==> src/sv/kce_pkg.sv <==
package kce_pkg;

    // default depth of the item list
    localparam int MAX_ITEMS_DEF = 16;

    // fixed field widths
    localparam int ITEM_W = 32;
    localparam int SIZE_W = 5;
    localparam int OP_W   = 2;
    localparam int USER_W = 3;

    // operation codes on the input stream
    localparam logic [OP_W-1:0] OP_CLEAR  = 2'd0;
    localparam logic [OP_W-1:0] OP_APPEND = 2'd1;
    localparam logic [OP_W-1:0] OP_NEXT   = 2'd2;

    // flag positions in the output tuser
    localparam int USER_EMPTY = 0;
    localparam int USER_EXH   = 1;
    localparam int USER_FULL  = 2;

endpackage

==> src/sv/kce_ram.sv <==
module kce_ram #(
    parameter int WIDTH = 32,
    parameter int DEPTH = 16
) (
    input  logic                                 clk,
    input  logic                                 we,
    input  logic [(DEPTH > 1 ? $clog2(DEPTH) : 1)-1:0] waddr,
    input  logic [WIDTH-1:0]                     wdata,
    input  logic                                 re,
    input  logic [(DEPTH > 1 ? $clog2(DEPTH) : 1)-1:0] raddr,
    output logic [WIDTH-1:0]                     rdata
);

    logic [WIDTH-1:0] mem_reg [DEPTH];
    logic [WIDTH-1:0] rdata_reg;

    // single write port, registered read port
    always_ff @(posedge clk)
    begin
        if (we)
        begin
            mem_reg[waddr] <= wdata;
        end
        if (re)
        begin
            rdata_reg <= mem_reg[raddr];
        end
    end

    assign rdata = rdata_reg;

endmodule

==> src/sv/k_combination_enumerator_top.sv <==
// Lexicographic k-combination generator. Items are loaded into a list of up to
// MAX_ITEMS signed 32-bit values by a clear transaction (tuser 0) followed by
// append transactions (tuser 1, value in tdata); a next transaction (tuser 2)
// emits the following k-element subset as a run of k output transactions, item
// value in tdata, tlast on the final one. The output tuser carries flags: an
// empty subset (k = 0, first request only), exhaustion (k beyond the item count
// or all subsets given) and a dropped append to a full list; each of those is a
// single transaction with tlast low except for the empty subset. k is written
// through cfg_we/cfg_wdata while the block is idle and resets to 1; a clear, an
// append or a write of k restarts the enumeration. Clear, append and unused
// codes are handled in the idle state. A next request walks the k positions,
// each by two dependent reads (position memory, then item memory, both with a
// registered read) and a load into the output register once that is free; then
// it rewrites the positions from the pivot to the end when stepping to the
// following subset. Positions and items live in two single-port-write
// synchronous memories; no clearing pass is needed after reset.
module k_combination_enumerator_top #(
    parameter int MAX_ITEMS = kce_pkg::MAX_ITEMS_DEF
) (
    input  logic                          clk,
    input  logic                          rst_n,
    input  logic                          s_tvalid,
    output logic                          s_tready,
    input  logic [kce_pkg::ITEM_W-1:0]    s_tdata,   // item_value
    input  logic [kce_pkg::OP_W-1:0]      s_tuser,   // op
    output logic                          m_tvalid,
    input  logic                          m_tready,
    output logic [kce_pkg::ITEM_W-1:0]    m_tdata,   // subset_item
    output logic                          m_tlast,   // last_of_subset
    output logic [kce_pkg::USER_W-1:0]    m_tuser,   // empty_subset, exhausted, list_full
    input  logic                          cfg_we,
    input  logic [kce_pkg::SIZE_W-1:0]    cfg_wdata  // k, items per subset
);

    localparam int IDXW = (MAX_ITEMS > 1) ? $clog2(MAX_ITEMS) : 1;
    localparam int CNTW = $clog2(MAX_ITEMS + 1);
    localparam int SW   = kce_pkg::SIZE_W;
    localparam int CW   = ((CNTW > SW) ? CNTW : SW) + 1;

    localparam logic [2:0] ST_IDLE  = 3'd0;
    localparam logic [2:0] ST_RPOS  = 3'd1;
    localparam logic [2:0] ST_RITEM = 3'd2;
    localparam logic [2:0] ST_LOAD  = 3'd3;
    localparam logic [2:0] ST_ADV   = 3'd4;

    logic [2:0]                  state_reg, state_next;
    logic [SW-1:0]               k_reg, k_next;
    logic [CNTW-1:0]             count_reg, count_next;
    logic                        started_reg, started_next;
    logic                        finished_reg, finished_next;
    logic [SW-1:0]               j_reg, j_next;
    logic                        piv_found_reg, piv_found_next;
    logic [SW-1:0]               piv_j_reg, piv_j_next;
    logic [IDXW-1:0]             piv_val_reg, piv_val_next;
    logic                        out_valid_reg, out_valid_next;
    logic [kce_pkg::ITEM_W-1:0]  out_data_reg, out_data_next;
    logic                        out_last_reg, out_last_next;
    logic [kce_pkg::USER_W-1:0]  out_user_reg, out_user_next;

    // memory ports
    logic                        item_we, item_re;
    logic [IDXW-1:0]             item_waddr, item_raddr;
    logic [kce_pkg::ITEM_W-1:0]  item_rdata;
    logic                        pos_we, pos_re;
    logic [IDXW-1:0]             pos_waddr, pos_wdata, pos_raddr, pos_rdata;

    logic                        s_fire, out_free, too_big, list_room, at_max, j_last;
    logic [IDXW-1:0]             pos_cur;
    logic [SW-1:0]               k_m1;

    kce_ram #(.WIDTH(kce_pkg::ITEM_W), .DEPTH(MAX_ITEMS)) u_item_ram (
        .clk   (clk),
        .we    (item_we),
        .waddr (item_waddr),
        .wdata (s_tdata),
        .re    (item_re),
        .raddr (item_raddr),
        .rdata (item_rdata)
    );

    kce_ram #(.WIDTH(IDXW), .DEPTH(MAX_ITEMS)) u_pos_ram (
        .clk   (clk),
        .we    (pos_we),
        .waddr (pos_waddr),
        .wdata (pos_wdata),
        .re    (pos_re),
        .raddr (pos_raddr),
        .rdata (pos_rdata)
    );

    // handshake and shared decodes
    assign out_free  = !out_valid_reg || m_tready;
    assign s_tready  = (state_reg == ST_IDLE) && out_free;
    assign s_fire    = s_tvalid && s_tready;
    assign too_big   = CW'(k_reg) > CW'(count_reg);
    assign list_room = count_reg != CNTW'(MAX_ITEMS);
    assign k_m1      = k_reg - SW'(1);
    assign j_last    = j_reg == k_m1;
    // first request after a restart uses positions 0..k-1
    assign pos_cur   = started_reg ? pos_rdata : IDXW'(j_reg);
    // position j is at its maximum when pos + k == count + j
    assign at_max    = (CW'(pos_cur) + CW'(k_reg)) == (CW'(count_reg) + CW'(j_reg));

    // next-state logic
    always_comb
    begin
        state_next     = state_reg;
        k_next         = k_reg;
        count_next     = count_reg;
        started_next   = started_reg;
        finished_next  = finished_reg;
        j_next         = j_reg;
        piv_found_next = piv_found_reg;
        piv_j_next     = piv_j_reg;
        piv_val_next   = piv_val_reg;
        out_valid_next = out_valid_reg && !m_tready;
        out_data_next  = out_data_reg;
        out_last_next  = out_last_reg;
        out_user_next  = out_user_reg;
        item_we        = 1'b0;
        item_waddr     = count_reg[IDXW-1:0];
        item_re        = 1'b0;
        item_raddr     = pos_cur;
        pos_we         = 1'b0;
        pos_waddr      = IDXW'(j_reg);
        pos_wdata      = IDXW'(j_reg);
        pos_re         = 1'b0;
        pos_raddr      = IDXW'(j_reg);

        case (state_reg)
            ST_IDLE:
            begin
                if (s_fire)
                begin
                    case (s_tuser)
                        kce_pkg::OP_CLEAR:
                        begin
                            count_next    = '0;
                            started_next  = 1'b0;
                            finished_next = 1'b0;
                        end
                        kce_pkg::OP_APPEND:
                        begin
                            started_next  = 1'b0;
                            finished_next = 1'b0;
                            if (list_room)
                            begin
                                item_we    = 1'b1;
                                count_next = count_reg + CNTW'(1);
                            end
                            else
                            begin
                                out_valid_next = 1'b1;
                                out_data_next  = '0;
                                out_last_next  = 1'b0;
                                out_user_next  = '0;
                                out_user_next[kce_pkg::USER_FULL] = 1'b1;
                            end
                        end
                        kce_pkg::OP_NEXT:
                        begin
                            if (finished_reg || too_big)
                            begin
                                finished_next  = 1'b1;
                                out_valid_next = 1'b1;
                                out_data_next  = '0;
                                out_last_next  = 1'b0;
                                out_user_next  = '0;
                                out_user_next[kce_pkg::USER_EXH] = 1'b1;
                            end
                            else if (k_reg == '0)
                            begin
                                finished_next  = 1'b1;
                                out_valid_next = 1'b1;
                                out_data_next  = '0;
                                out_last_next  = 1'b1;
                                out_user_next  = '0;
                                out_user_next[kce_pkg::USER_EMPTY] = 1'b1;
                            end
                            else
                            begin
                                j_next         = '0;
                                piv_found_next = 1'b0;
                                state_next     = ST_RPOS;
                            end
                        end
                        default:
                        begin
                        end
                    endcase
                end
                else if (cfg_we)
                begin
                    k_next        = cfg_wdata;
                    started_next  = 1'b0;
                    finished_next = 1'b0;
                end
            end

            // fetch position j
            ST_RPOS:
            begin
                pos_re     = 1'b1;
                state_next = ST_RITEM;
            end

            // fetch the item, seed the position, track the rightmost pivot
            ST_RITEM:
            begin
                item_re = 1'b1;
                if (!started_reg)
                begin
                    pos_we = 1'b1;
                end
                if (!at_max)
                begin
                    piv_found_next = 1'b1;
                    piv_j_next     = j_reg;
                    piv_val_next   = pos_cur + IDXW'(1);
                end
                state_next = ST_LOAD;
            end

            // move the item into the output register
            ST_LOAD:
            begin
                if (out_free)
                begin
                    out_valid_next = 1'b1;
                    out_data_next  = item_rdata;
                    out_last_next  = j_last;
                    out_user_next  = '0;
                    if (j_last)
                    begin
                        started_next = 1'b1;
                        if (piv_found_reg)
                        begin
                            state_next = ST_ADV;
                        end
                        else
                        begin
                            finished_next = 1'b1;
                            state_next    = ST_IDLE;
                        end
                    end
                    else
                    begin
                        j_next     = j_reg + SW'(1);
                        state_next = ST_RPOS;
                    end
                end
            end

            // rewrite positions from the pivot to the end, ascending by one
            ST_ADV:
            begin
                pos_we       = 1'b1;
                pos_waddr    = IDXW'(piv_j_reg);
                pos_wdata    = piv_val_reg;
                piv_j_next   = piv_j_reg + SW'(1);
                piv_val_next = piv_val_reg + IDXW'(1);
                if (piv_j_reg == k_m1)
                begin
                    state_next = ST_IDLE;
                end
            end

            default:
            begin
                state_next = ST_IDLE;
            end
        endcase
    end

    // control registers
    always_ff @(posedge clk or negedge rst_n)
    begin
        if (!rst_n)
        begin
            state_reg     <= ST_IDLE;
            k_reg         <= SW'(1);
            count_reg     <= '0;
            started_reg   <= 1'b0;
            finished_reg  <= 1'b0;
            piv_found_reg <= 1'b0;
            out_valid_reg <= 1'b0;
        end
        else
        begin
            state_reg     <= state_next;
            k_reg         <= k_next;
            count_reg     <= count_next;
            started_reg   <= started_next;
            finished_reg  <= finished_next;
            piv_found_reg <= piv_found_next;
            out_valid_reg <= out_valid_next;
        end
    end

    // payload and walk registers
    always_ff @(posedge clk)
    begin
        j_reg        <= j_next;
        piv_j_reg    <= piv_j_next;
        piv_val_reg  <= piv_val_next;
        out_data_reg <= out_data_next;
        out_last_reg <= out_last_next;
        out_user_reg <= out_user_next;
    end

    assign m_tvalid = out_valid_reg;
    assign m_tdata  = out_data_reg;
    assign m_tlast  = out_last_reg;
    assign m_tuser  = out_user_reg;

    // item count stays within the list depth
    a_count_range: assert property (@(posedge clk) disable iff (!rst_n)
        CW'(count_reg) <= CW'(MAX_ITEMS))
        else $error("item count beyond list depth");

    // position rewrite never runs past the subset size
    a_adv_range: assert property (@(posedge clk) disable iff (!rst_n)
        (state_reg == ST_ADV) |-> (piv_j_reg < k_reg))
        else $error("position rewrite past subset size");

    // at most one status flag per result
    a_flags: assert property (@(posedge clk) disable iff (!rst_n)
        m_tvalid |-> $onehot0(m_tuser))
        else $error("several status flags on one result");

    // an empty subset closes its run
    a_empty_last: assert property (@(posedge clk) disable iff (!rst_n)
        (m_tvalid && m_tuser[kce_pkg::USER_EMPTY]) |-> m_tlast)
        else $error("empty subset without tlast");

    // once a run's last item is loaded the positions count as set up
    a_started: assert property (@(posedge clk) disable iff (!rst_n)
        (state_reg == ST_LOAD && out_free && j_last) |=> started_reg)
        else $error("positions not marked set up after a run");

endmodule

==> config.mk <==
export PLATFORM = sky130hd
export DESIGN_NAME = k_combination_enumerator_top
export DESIGN_NICKNAME = d
export VERILOG_FILES = /design/src/sv/kce_pkg.sv /design/src/sv/kce_ram.sv /design/src/sv/k_combination_enumerator_top.sv
export SDC_FILE = /design/constraint.sdc
export NUM_CORES = 1
export LEC_CHECK = 0
export ABC_AREA = 0
export BUFFER_PORTS_ARGS = -buffer_cell sky130_fd_sc_hd__buf_2
export CAP_MARGIN = 20
export CORE_ASPECT_RATIO = 0.8
export CORE_MARGIN = 3
export CORE_UTILIZATION = 25
export DETAILED_ROUTE_END_ITERATION = 8
export MAX_ROUTING_LAYER = met4
export PLACE_DENSITY_LB_ADDON = 0.3
export SETUP_SLACK_MARGIN = 0.15
export SLEW_MARGIN = 20
export SYNTH_ARGS = -nofsm -noshare
export SYNTH_HDL_FRONTEND = slang
export SYNTH_HIERARCHICAL = 1
export SYNTH_SLANG_ARGS = --single-unit
==> constraint.sdc <==
create_clock -name clk -period 9.3 [get_ports clk]
set_input_delay 1.395 -clock clk [delete_from_list [all_inputs] [get_ports clk]]
set_output_delay 1.395 -clock clk [all_outputs]
set_load 0.01 [all_outputs]
==> flow_summary.html, run 1 <==
<table>
<tr><th>Metric</th><th>Value</th></tr>
<tr><th colspan="2">Clocking</th></tr>
<tr><td>Clock Sink Count</td><td>679</td></tr>
<tr><td>Insertion delay of the later-clocked pin in the worst-skew pair</td><td>between 0.6 and 0.7 ns</td></tr>
<tr><td>Buffer depth of the longest clock path</td><td>3</td></tr>
<tr><td>Clock slew seen by the registers of the worst setup and hold paths</td><td>approximately 0.060 ns</td></tr>
<tr><td>Setup Fix Bufs, Post-CTS</td><td>0</td></tr>
<tr><td>Total number of H-tree levels</td><td>3</td></tr>
<tr><td>Clock root buffer</td><td>clkbuf_16</td></tr>
<tr><td>Number of buffers inserted by hold repair at cts</td><td>0</td></tr>
<tr><td>Clock tree from TritonCTS</td><td>built</td></tr>
<tr><td>CTS Buf Count</td><td>68</td></tr>
<tr><td>Gates resized, CTS repair</td><td>0</td></tr>
<tr><th colspan="2">Yosys</th></tr>
<tr><td>Fraction of synthesized cell area taken by the top area cell type</td><td>74.0%</td></tr>
<tr><td>Synth Cell Area</td><td>0.0269 mm2</td></tr>
<tr><td>Net count after synthesis</td><td>1392</td></tr>
<tr><td>Largest cells by area after synthesis</td><td>edfxtp_1 (74%), mux4_2 (11%), a22oi_1 (1.9%), dfrtp_1 (1.5%), mux4_1 (1.4%)</td></tr>
<tr><td>Number of synthesized register bits</td><td>679</td></tr>
<tr><td>Most numerous cell in the Yosys netlist</td><td>edfxtp_1</td></tr>
<tr><td>Post-synthesis sequential area ratio</td><td>75.6%</td></tr>
<tr><td>Count of cell types in the netlist</td><td>68</td></tr>
<tr><td>Synth area leader</td><td>edfxtp_1</td></tr>
<tr><td>Commonest cells post-synth</td><td>edfxtp_1 (662), mux4_2 (130), nand2_1 (70), a22oi_1 (68), nor2_1 (44)</td></tr>
<tr><td>Cells after synthesis</td><td>1322</td></tr>
<tr><td>FFs w/ async S/R, synth</td><td>under 10%</td></tr>
<tr><td>Post-synthesis average cell area</td><td>just over 20 um2</td></tr>
<tr><td>Post-synth EDFFs</td><td>about 660</td></tr>
<tr><td>Synthesis Warnings</td><td>6</td></tr>
<tr><td>Top FF cell, synth</td><td>edfxtp_1</td></tr>
<tr><th colspan="2">STA</th></tr>
<tr><td>Measured slew at the worst slew-check pin</td><td>approximately 1.1 ns</td></tr>
<tr><td>Number of pins exceeding their max-slew limit in the final report</td><td>0</td></tr>
<tr><td>Final hold vios</td><td>0</td></tr>
<tr><td>Min cycle time layout</td><td>between 4 and 5 ns</td></tr>
<tr><td>Final hold slack</td><td>0.519 ns</td></tr>
<tr><td>Worst setup skew after layout</td><td>~0.019 ns</td></tr>
<tr><td>Peak Freq</td><td>0.236 GHz</td></tr>
<tr><td>Final setup viols</td><td>0</td></tr>
<tr><td>Normalized max-slew margin</td><td>29.3%</td></tr>
<tr><td>Setup tns final</td><td>0 ns</td></tr>
<tr><td>Setup repair after global routing missed its margin</td><td>false</td></tr>
<tr><td>Final period util</td><td>~46%</td></tr>
<tr><th colspan="2">Floorplan</th></tr>
<tr><td>Count of pins on the block boundary</td><td>82</td></tr>
<tr><td>Floorplan core area</td><td>approximately 0.11 mm2</td></tr>
<tr><td>Area of the die</td><td>about 0.11 mm2</td></tr>
<tr><td>Die W</td><td>about 370 um</td></tr>
<tr><td>DIE HEIGHT</td><td>299 um</td></tr>
<tr><td>Row Count</td><td>106</td></tr>
<tr><td>Initial Util</td><td>25.4%</td></tr>
<tr><th colspan="2">Route</th></tr>
<tr><td>Routed length per placed instance</td><td>22.0 um</td></tr>
<tr><td>Drt first pass iters</td><td>5</td></tr>
<tr><td>Via density per instance</td><td>4.56</td></tr>
<tr><td>Count of antenna-violating nets left after detailed routing</td><td>0</td></tr>
<tr><td>DR vias</td><td>13200</td></tr>
<tr><td>DRC Markers</td><td>0</td></tr>
<tr><td>Number of design-rule violations left by the first detailed-router iteration</td><td>1244</td></tr>
<tr><td>Final WL</td><td>63.9 mm</td></tr>
<tr><th colspan="2">Pwr</th></tr>
<tr><td>Worst vdd ir</td><td>0.174 mV</td></tr>
<tr><td>Clock power share</td><td>27.2%</td></tr>
<tr><td>Leakage power summed over all cells</td><td>9.97 nW</td></tr>
<tr><td>Total Power</td><td>~9.7 mW</td></tr>
<tr><td>Sw Pwr</td><td>3.11 mW</td></tr>
<tr><td>PwrDens</td><td>just over 300 mW/mm2</td></tr>
<tr><td>Switch share</td><td>between 30% and 40%</td></tr>
<tr><td>Power share of the sequential group</td><td>41.5%</td></tr>
<tr><td>Internal cell power</td><td>6.55 mW</td></tr>
<tr><td>Combinational Power Share</td><td>~31%</td></tr>
<tr><th colspan="2">Global route</th></tr>
<tr><td>Vias in the first global route</td><td>13600</td></tr>
<tr><td>Global-route wire length before repair</td><td>between 90 and 100 mm</td></tr>
<tr><td>Largest net degree at the start of global routing</td><td>between 60 and 70</td></tr>
<tr><td>Total global-route track usage</td><td>11.8%</td></tr>
<tr><td>Congestion Overflow GR</td><td>0</td></tr>
<tr><td>Number of antenna violations at the first check in global routing</td><td>14</td></tr>
<tr><th colspan="2">Cells and area</th></tr>
<tr><td># nets final</td><td>1512</td></tr>
<tr><td>Max reg flops</td><td>512</td></tr>
<tr><td>Fraction of layout cells with a size suffix above 1</td><td>25.9%</td></tr>
<tr><td>Synth-to-Final Area Change</td><td>16.2%</td></tr>
<tr><td>Utilization after layout</td><td>29.5%</td></tr>
<tr><td>Number of fill cells in the layout</td><td>10400</td></tr>
<tr><td>Finished Cell Area</td><td>0.0312 mm2</td></tr>
<tr><th colspan="2">Worst setup path</th></tr>
<tr><td>Cell family contributing the most delay on the critical path</td><td>buffers and inverters</td></tr>
<tr><td>Buf/Inv on CP</td><td>3</td></tr>
<tr><td>Sort of element at the end of the critical path</td><td>flop</td></tr>
<tr><td>Maximum fanout encountered on the critical timing path</td><td>55</td></tr>
<tr><td>Slowest Stage Delay on Critical Path</td><td>roughly 0.8 ns</td></tr>
<tr><td>Worst path arrival time</td><td>roughly 4.6 ns</td></tr>
<tr><td>Slowest stage cell, crit path</td><td>buf_4</td></tr>
<tr><td>Ordered cell list for the critical path</td><td>buf_4 &gt; mux2_8 &gt; buf_4 &gt; buf_4 &gt; mux4_2 &gt; a22oi_1 &gt; nand2_1</td></tr>
<tr><td>Required time at the endpoint of the critical path</td><td>about 9.7 ns</td></tr>
<tr><td>Most numerous cell on the critical path</td><td>buf_4</td></tr>
<tr><td>Critical path class</td><td>reg2reg</td></tr>
<tr><td>Crit start category</td><td>flop</td></tr>
<tr><th colspan="2">Placement</th></tr>
<tr><td>Global placer's final weighted congestion</td><td>0.759</td></tr>
<tr><td>Count of input and output buffers</td><td>between 80 and 90</td></tr>
<tr><td>HPWL after detailed placement</td><td>about 36 mm</td></tr>
<tr><td>Placed cell area</td><td>~0.029 mm2</td></tr>
<tr><th colspan="2">Flow run</th></tr>
<tr><td>Total of max-cap violations</td><td>0</td></tr>
<tr><th colspan="2">Outcome</th></tr>
<tr><td>Outcome</td><td>complete, no violations</td></tr>
<tr><th colspan="2">Worst hold path</th></tr>
<tr><td>Path category of the worst min-delay check</td><td>reg2reg</td></tr>
</table>
## cell families after synthesis
| group | after synthesis | share of synthesized area, % |
|---|---|---|
| fa+ha+maj | 26 | 1.27 |
| flops | 679 | 75.6 |
| compound gates | 119 | 3.25 |
| buf+inv | 82 | 1.55 |
| simple gates | 228 | 4.39 |
| xor+xnor | 33 | 1.21 |
| mux | 155 | 12.7 |
## power groups by stage
stage	clock, mW	combinational [mW]	sequential, mW
floorplan	0	2.19	4.01
global placement	0	3.04	4.08
detailed placement	0	3.08	4.08
CTS	2.72	3.08	4.02
global route	2.85	3.31	4.04
finish	2.63	3.02	4.01
## per-stage QoR
| stage | setup WS (ns) | std cells |
|---|---|---|
| after global placement | 4.93 | 2776 |
| after global routing | 4.62 | 2900 |
| final | 5.06 | 2901 |
| after detailed placement | 4.76 | 2776 |
| after floorplan | 4.01 | 1322 |
| after CTS | 4.90 | 2896 |
## cell usage in the layout (no fill, tap or decap), drive strengths merged, types with 26 or more instances in the layout
cell type,n
and2,35
nand2,73
a22oi,68
inv,26
nor2,44
clkinv,29
mux4,144
edfxtp,662
clkbuf,79
buf,111
## worst paths after layout
kind                            cells after the start  slack, ns                            from                        endpoint
worst max-delay path                                7       5.06          j_reg[0]$_SDFFCE_PN0P_  u_item_ram/rdata[18]$_DFFE_PP_
max in group asynchronous                           1       8.24                           rst_n            k_reg[0]$_DFFE_PN1P_
worst min-delay path                                1       0.52  u_item_ram/rdata[12]$_DFFE_PP_       m_tdata[12]$_SDFFCE_PN0P_
worst min register to register                      1       0.52  u_item_ram/rdata[12]$_DFFE_PP_       m_tdata[12]$_SDFFCE_PN0P_
worst max register to register                      7       5.06          j_reg[0]$_SDFFCE_PN0P_  u_item_ram/rdata[18]$_DFFE_PP_
min in group asynchronous                           1       0.72                           rst_n            k_reg[2]$_DFFE_PN0P_
## final cells by class
type | instances | area [um2] | area share, %
clock inverters | 41 | 363 | 1.16
well taps | 1404 | 1760 | 5.63
inverters | 21 | 81.3 | 0.261
clock buffers | 79 | 1740 | 5.59
flip-flops and latches | 679 | 20300 | 65.1
multi-input cells | 561 | 6300 | 20.2
repair buffers | 111 | 631 | 2.02
diodes | 5 | 12.5 | 0.0401
## per-layer routing
metal	share of wire [%]	vias to the layer above	global-route usage (%)
met5	0	-	-
met4	1.7	0	2.65
met3	5.9	94	2.40
met2	44	396	16.7
met1	48	7087	17.3
li1	-	5663	-
Note: power is estimated with default switching activity, not from simulation.
==> run 2, diff against run 1 <==
--- a/config.mk
+++ b/config.mk
@@ -5,7 +5,7 @@
 export SDC_FILE = /design/constraint.sdc
 export NUM_CORES = 1
 export LEC_CHECK = 0
-export ABC_AREA = 0
+export ABC_AREA = 1
 export BUFFER_PORTS_ARGS = -buffer_cell sky130_fd_sc_hd__buf_2
 export CAP_MARGIN = 20
 export CORE_ASPECT_RATIO = 0.8
==> constraint.sdc (replaced) <==
create_clock -name clk -period 3.8 [get_ports clk]
set_input_delay 0.57 -clock clk [delete_from_list [all_inputs] [get_ports clk]]
set_output_delay 0.57 -clock clk [all_outputs]
set_load 0.01 [all_outputs]
==> run 2 against run 1 <==
  * Via count grew 48%
  * Register-to-register slack got worse by 4.4 ns
  * Die area grew 12%
  * Non-clock buffer count up 21
  * Design area up 11%
  * Synthesized cell count is 120% higher
  * Critical endpoint is now piv_val_reg[1]$_DFFE_PP_
==> flow_summary.html, run 2 <==
<table>
<tr><th>Metric</th><th>Value</th></tr>
<tr><th colspan="2">STA</th></tr>
<tr><td>Worst setup skew after layout</td><td>0.0358 ns (+0.0168 ns)</td></tr>
<tr><td>Min cycle time layout</td><td>3.16 ns (-1.07 ns)</td></tr>
<tr><td>Number of pins exceeding their max-slew limit in the final report</td><td>0 (unchanged)</td></tr>
<tr><td>Final period util</td><td>83.3% (+38 points)</td></tr>
<tr><td>Final hold slack</td><td>0.182 ns (-0.337 ns)</td></tr>
<tr><td>Final setup viols</td><td>0 (unchanged)</td></tr>
<tr><td>Peak Freq</td><td>0.316 GHz (+34%)</td></tr>
<tr><td>Setup repair after global routing missed its margin</td><td>false</td></tr>
<tr><td>Normalized max-slew margin</td><td>33.4% (+4.1 points)</td></tr>
<tr><td>Measured slew at the worst slew-check pin</td><td>0.999 ns (-0.0611 ns)</td></tr>
<tr><td>Setup tns final</td><td>0 ns (unchanged)</td></tr>
<tr><td>Final hold vios</td><td>0 (unchanged)</td></tr>
<tr><th colspan="2">Floorplan</th></tr>
<tr><td>Initial Util</td><td>25.3% (-0.14 points)</td></tr>
<tr><td>Count of pins on the block boundary</td><td>82 (unchanged)</td></tr>
<tr><td>Row Count</td><td>113 (+6.6%)</td></tr>
<tr><td>Die W</td><td>394 um (+5.9%)</td></tr>
<tr><td>DIE HEIGHT</td><td>317 um (+5.8%)</td></tr>
<tr><td>Floorplan core area</td><td>0.119 mm2 (+13%)</td></tr>
<tr><td>Area of the die</td><td>0.125 mm2 (+12%)</td></tr>
<tr><th colspan="2">Yosys</th></tr>
<tr><td>Fraction of synthesized cell area taken by the top area cell type</td><td>65.9% (-8.1 points)</td></tr>
<tr><td>Synthesis Warnings</td><td>6 (unchanged)</td></tr>
<tr><td>Synth area leader</td><td>edfxtp_1</td></tr>
<tr><td>Post-synth EDFFs</td><td>662 (unchanged)</td></tr>
<tr><td>Cells after synthesis</td><td>2912 (+120%)</td></tr>
<tr><td>Number of synthesized register bits</td><td>679 (unchanged)</td></tr>
<tr><td>Synth Cell Area</td><td>0.0301 mm2 (+12%)</td></tr>
<tr><td>Count of cell types in the netlist</td><td>40 (-41%)</td></tr>
<tr><td>Most numerous cell in the Yosys netlist</td><td>nand2_1</td></tr>
<tr><td>Post-synthesis average cell area</td><td>10.4 um2 (-49%)</td></tr>
<tr><td>Largest cells by area after synthesis</td><td>edfxtp_1 (66%), nand2_1 (11%), nand3_1 (7.7%), inv_1 (6.7%), dfrtp_1 (1.3%)</td></tr>
<tr><td>Commonest cells post-synth</td><td>nand2_1 (887), edfxtp_1 (662), inv_1 (536), nand3_1 (462), nor2_1 (100)</td></tr>
<tr><td>Net count after synthesis</td><td>2982 (+110%)</td></tr>
<tr><td>FFs w/ async S/R, synth</td><td>2.50% (unchanged)</td></tr>
<tr><td>Post-synthesis sequential area ratio</td><td>67.4% (-8.3 points)</td></tr>
<tr><td>Top FF cell, synth</td><td>edfxtp_1</td></tr>
<tr><th colspan="2">Clocking</th></tr>
<tr><td>Clock Sink Count</td><td>679 (unchanged)</td></tr>
<tr><td>Insertion delay of the later-clocked pin in the worst-skew pair</td><td>0.65 ns (+0.03 ns)</td></tr>
<tr><td>Clock slew seen by the registers of the worst setup and hold paths</td><td>0.06 ns (about the same)</td></tr>
<tr><td>Gates resized, CTS repair</td><td>0 (unchanged)</td></tr>
<tr><td>CTS Buf Count</td><td>68 (unchanged)</td></tr>
<tr><td>Total number of H-tree levels</td><td>3 (unchanged)</td></tr>
<tr><td>Buffer depth of the longest clock path</td><td>3 (unchanged)</td></tr>
<tr><td>Clock root buffer</td><td>clkbuf_16</td></tr>
<tr><td>Clock tree from TritonCTS</td><td>built</td></tr>
<tr><th colspan="2">Cells and area</th></tr>
<tr><td>Fraction of layout cells with a size suffix above 1</td><td>8.87% (-17 points)</td></tr>
<tr><td>Number of fill cells in the layout</td><td>12300 (+18%)</td></tr>
<tr><td>Max reg flops</td><td>512 (unchanged)</td></tr>
<tr><td>Most used cells in the layout excluding fill and tap cells</td><td>nand2_1 (887), edfxtp_1 (662), inv_1 (533)</td></tr>
<tr><td>Multi-input combinational cell area</td><td>0.00715 mm2 (+14%)</td></tr>
<tr><td>Flip-flop and latch area</td><td>0.0203 mm2 (unchanged)</td></tr>
<tr><td># nets final</td><td>3061 (+100%)</td></tr>
<tr><td>Finished Cell Area</td><td>0.0348 mm2 (+11%)</td></tr>
<tr><td>Synth-to-Final Area Change</td><td>15.3%</td></tr>
<tr><td>Most common cell after layout, fill and taps aside</td><td>nand2_1</td></tr>
<tr><th colspan="2">Placement</th></tr>
<tr><td>Placed cell area</td><td>0.0325 mm2 (+12%)</td></tr>
<tr><td>Global placer's final weighted congestion</td><td>0.794 (+4.6%)</td></tr>
<tr><td>Count of input and output buffers</td><td>81 (unchanged)</td></tr>
<tr><td>HPWL after detailed placement</td><td>42.5 mm (+19%)</td></tr>
<tr><th colspan="2">Worst setup path</th></tr>
<tr><td>Required time at the endpoint of the critical path</td><td>4.07 ns (-5.60 ns)</td></tr>
<tr><td>Slowest Stage Delay on Critical Path</td><td>0.62 ns (-0.19 ns)</td></tr>
<tr><td>Most numerous cell on the critical path</td><td>nand2_1</td></tr>
<tr><td>Endpoint of the worst-slack reg-to-reg timing path</td><td>piv_val_reg[1]$_DFFE_PP_</td></tr>
<tr><td>Worst path arrival time</td><td>3.44 ns (-1.16 ns)</td></tr>
<tr><td>Slowest stage cell, crit path</td><td>dfrtp_1</td></tr>
<tr><td>Crit path to</td><td>piv_val_reg[1]$_DFFE_PP_</td></tr>
<tr><td>R2R Setup Slk</td><td>0.64 ns (-4.43 ns)</td></tr>
<tr><td>Crit start category</td><td>flop</td></tr>
<tr><td>Reg-to-Reg Start</td><td>started_reg$_DFFE_PN0P_</td></tr>
<tr><td>Sort of element at the end of the critical path</td><td>flop</td></tr>
<tr><td>Ordered cell list for the critical path</td><td>nand2_1 &gt; o21ai_4 &gt; ha_1 &gt; inv_1 &gt; fa_1 &gt; inv_1 &gt; nand2_1 &gt; nand2_1 &gt; nor2_1 &gt; nand2_1 &gt; nor2_1 &gt; nand3_1 &gt; o21bai_1 &gt; nand2_1</td></tr>
<tr><td>Critical path class</td><td>reg2reg</td></tr>
<tr><td>Maximum fanout encountered on the critical timing path</td><td>10 (-82%)</td></tr>
<tr><td>Launching element of the worst setup path</td><td>started_reg$_DFFE_PN0P_</td></tr>
<tr><td>Worst R2R Path Depth</td><td>14 (+7)</td></tr>
<tr><th colspan="2">Pwr</th></tr>
<tr><td>Sw Pwr</td><td>11.4 mW (+270%)</td></tr>
<tr><td>Worst vdd ir</td><td>0.991 mV (+470%)</td></tr>
<tr><td>Total Power</td><td>27.9 mW (+190%)</td></tr>
<tr><td>Internal cell power</td><td>16.5 mW (+150%)</td></tr>
<tr><td>Clock power share</td><td>24.3% (-2.9 points)</td></tr>
<tr><td>PwrDens</td><td>803 mW/mm2 (+160%)</td></tr>
<tr><td>Switch share</td><td>40.9% (+8.7 points)</td></tr>
<tr><td>Combinational Power Share</td><td>40.5% (+9.2 points)</td></tr>
<tr><td>Leakage power summed over all cells</td><td>14.5 nW (+45%)</td></tr>
<tr><td>Power share of the sequential group</td><td>35.2% (-6.3 points)</td></tr>
<tr><th colspan="2">Route</th></tr>
<tr><td>Final WL</td><td>80.6 mm (+26%)</td></tr>
<tr><td>Routed length per placed instance</td><td>17.3 um (-21%)</td></tr>
<tr><td>DRC Markers</td><td>0 (unchanged)</td></tr>
<tr><td>Drt first pass iters</td><td>5 (unchanged)</td></tr>
<tr><td>Via density per instance</td><td>4.20 (-7.9%)</td></tr>
<tr><td>Count of antenna-violating nets left after detailed routing</td><td>0 (unchanged)</td></tr>
<tr><td>DR vias</td><td>19600 (+48%)</td></tr>
<tr><td>Number of design-rule violations left by the first detailed-router iteration</td><td>1656 (+33%)</td></tr>
<tr><th colspan="2">Global route</th></tr>
<tr><td>Congestion Overflow GR</td><td>0 (unchanged)</td></tr>
<tr><td>Largest net degree at the start of global routing</td><td>159 (+130%)</td></tr>
<tr><td>Vias in the first global route</td><td>18200 (+34%)</td></tr>
<tr><td>Number of antenna violations at the first check in global routing</td><td>8 (-6)</td></tr>
<tr><td>Global-route wire length before repair</td><td>120 mm (+28%)</td></tr>
<tr><td>Total global-route track usage</td><td>13.1% (+1.4 points)</td></tr>
<tr><th colspan="2">Flow run</th></tr>
<tr><td>Total of max-cap violations</td><td>0 (unchanged)</td></tr>
<tr><th colspan="2">Worst hold path</th></tr>
<tr><td>Path category of the worst min-delay check</td><td>in2reg</td></tr>
<tr><th colspan="2">Outcome</th></tr>
<tr><td>Outcome</td><td>complete, no violations</td></tr>
</table>
-- run 2: critical path: cells and delay by family (launching register included) --
kind	cells	cell delay (ns)
flip-flops	1	0.62
buffers and inverters	2	0.11
AND/OR/NAND/NOR	8	0.92
AO/OA/AOI/OAI	2	0.39
adder cells (fa/ha/maj)	2	0.74
-- run 2: how the worst min path moves through the flow --
stage | from | slack, ns | endpoint | depth (start not counted)
floorplan | rst_n | 0.27 | count_reg[0]$_DFFE_PN0P_ | 0
global placement | finished_reg$_DFFE_PN0P_ | 0.48 | finished_reg$_DFFE_PN0P_ | 2
detailed placement | piv_found_reg$_DFFE_PN0P_ | 0.48 | piv_found_reg$_DFFE_PN0P_ | 2
CTS | cfg_wdata[3] | 0.13 | k_reg[3]$_DFFE_PN0P_ | 2
global route | cfg_wdata[3] | 0.16 | k_reg[3]$_DFFE_PN0P_ | 2
finish | cfg_wdata[3] | 0.18 | k_reg[3]$_DFFE_PN0P_ | 2
-- run 2: metal layers --
layer	vias up	track usage (%)	routed length [um]
li1	9575	-	-
met1	9387	18.7	39200
met2	505	19.2	35100
met3	116	2.74	4940
met4	0	2.79	1410
met5	-	-	0
-- run 2: through the flow --
stage               utilization (%)  instances  setup slack [ns]
global route                   29.2       4659             0.351
global placement               27.3       4530             0.648
detailed placement             27.3       4530             0.648
CTS                            29.2       4654             0.611
finish                         29.2       4659             0.635
floorplan                         -       2912             0.193
-- run 2: power by group through the flow --
| stage | Sequential, mW | Clock [mW] | Combinational, mW |
|---|---|---|---|
| after floorplan | 9.95 | 0 | 8.00 |
| after global placement | 10.0 | 0 | 11.4 |
| after detailed placement | 10.0 | 0 | 11.4 |
| after CTS | 9.86 | 6.99 | 11.5 |
| after global routing | 9.91 | 7.27 | 12.7 |
| final | 9.83 | 6.79 | 11.3 |
-- run 2: cell families after synthesis --
logic type	count (synthesis)	share of synthesized area [%]
buffers and inverters	665	9.52
AO/OA/AOI/OAI	51	0.884
multiplexers	2	0.0747
adder cells (fa/ha/maj)	26	1.13
flip-flops	679	67.4
XOR/XNOR	13	0.378
AND/OR/NAND/NOR	1476	20.7
-- run 2: area by class of cell --
type | count | area share, %
well taps | 1610 | 5.80
repair buffers | 132 | 2.92
multi-input cells | 1568 | 20.6
clock inverters | 39 | 1.09
clock buffers | 84 | 5.25
diodes | 5 | 0.0360
flip-flops and latches | 679 | 58.4
inverters | 542 | 5.91
-- run 2: what timing repair did --
item,4_1_cts,5_1_grt
setup buffers,0,0
hold buffers,1,0
endpoints found under the hold margin,16,0
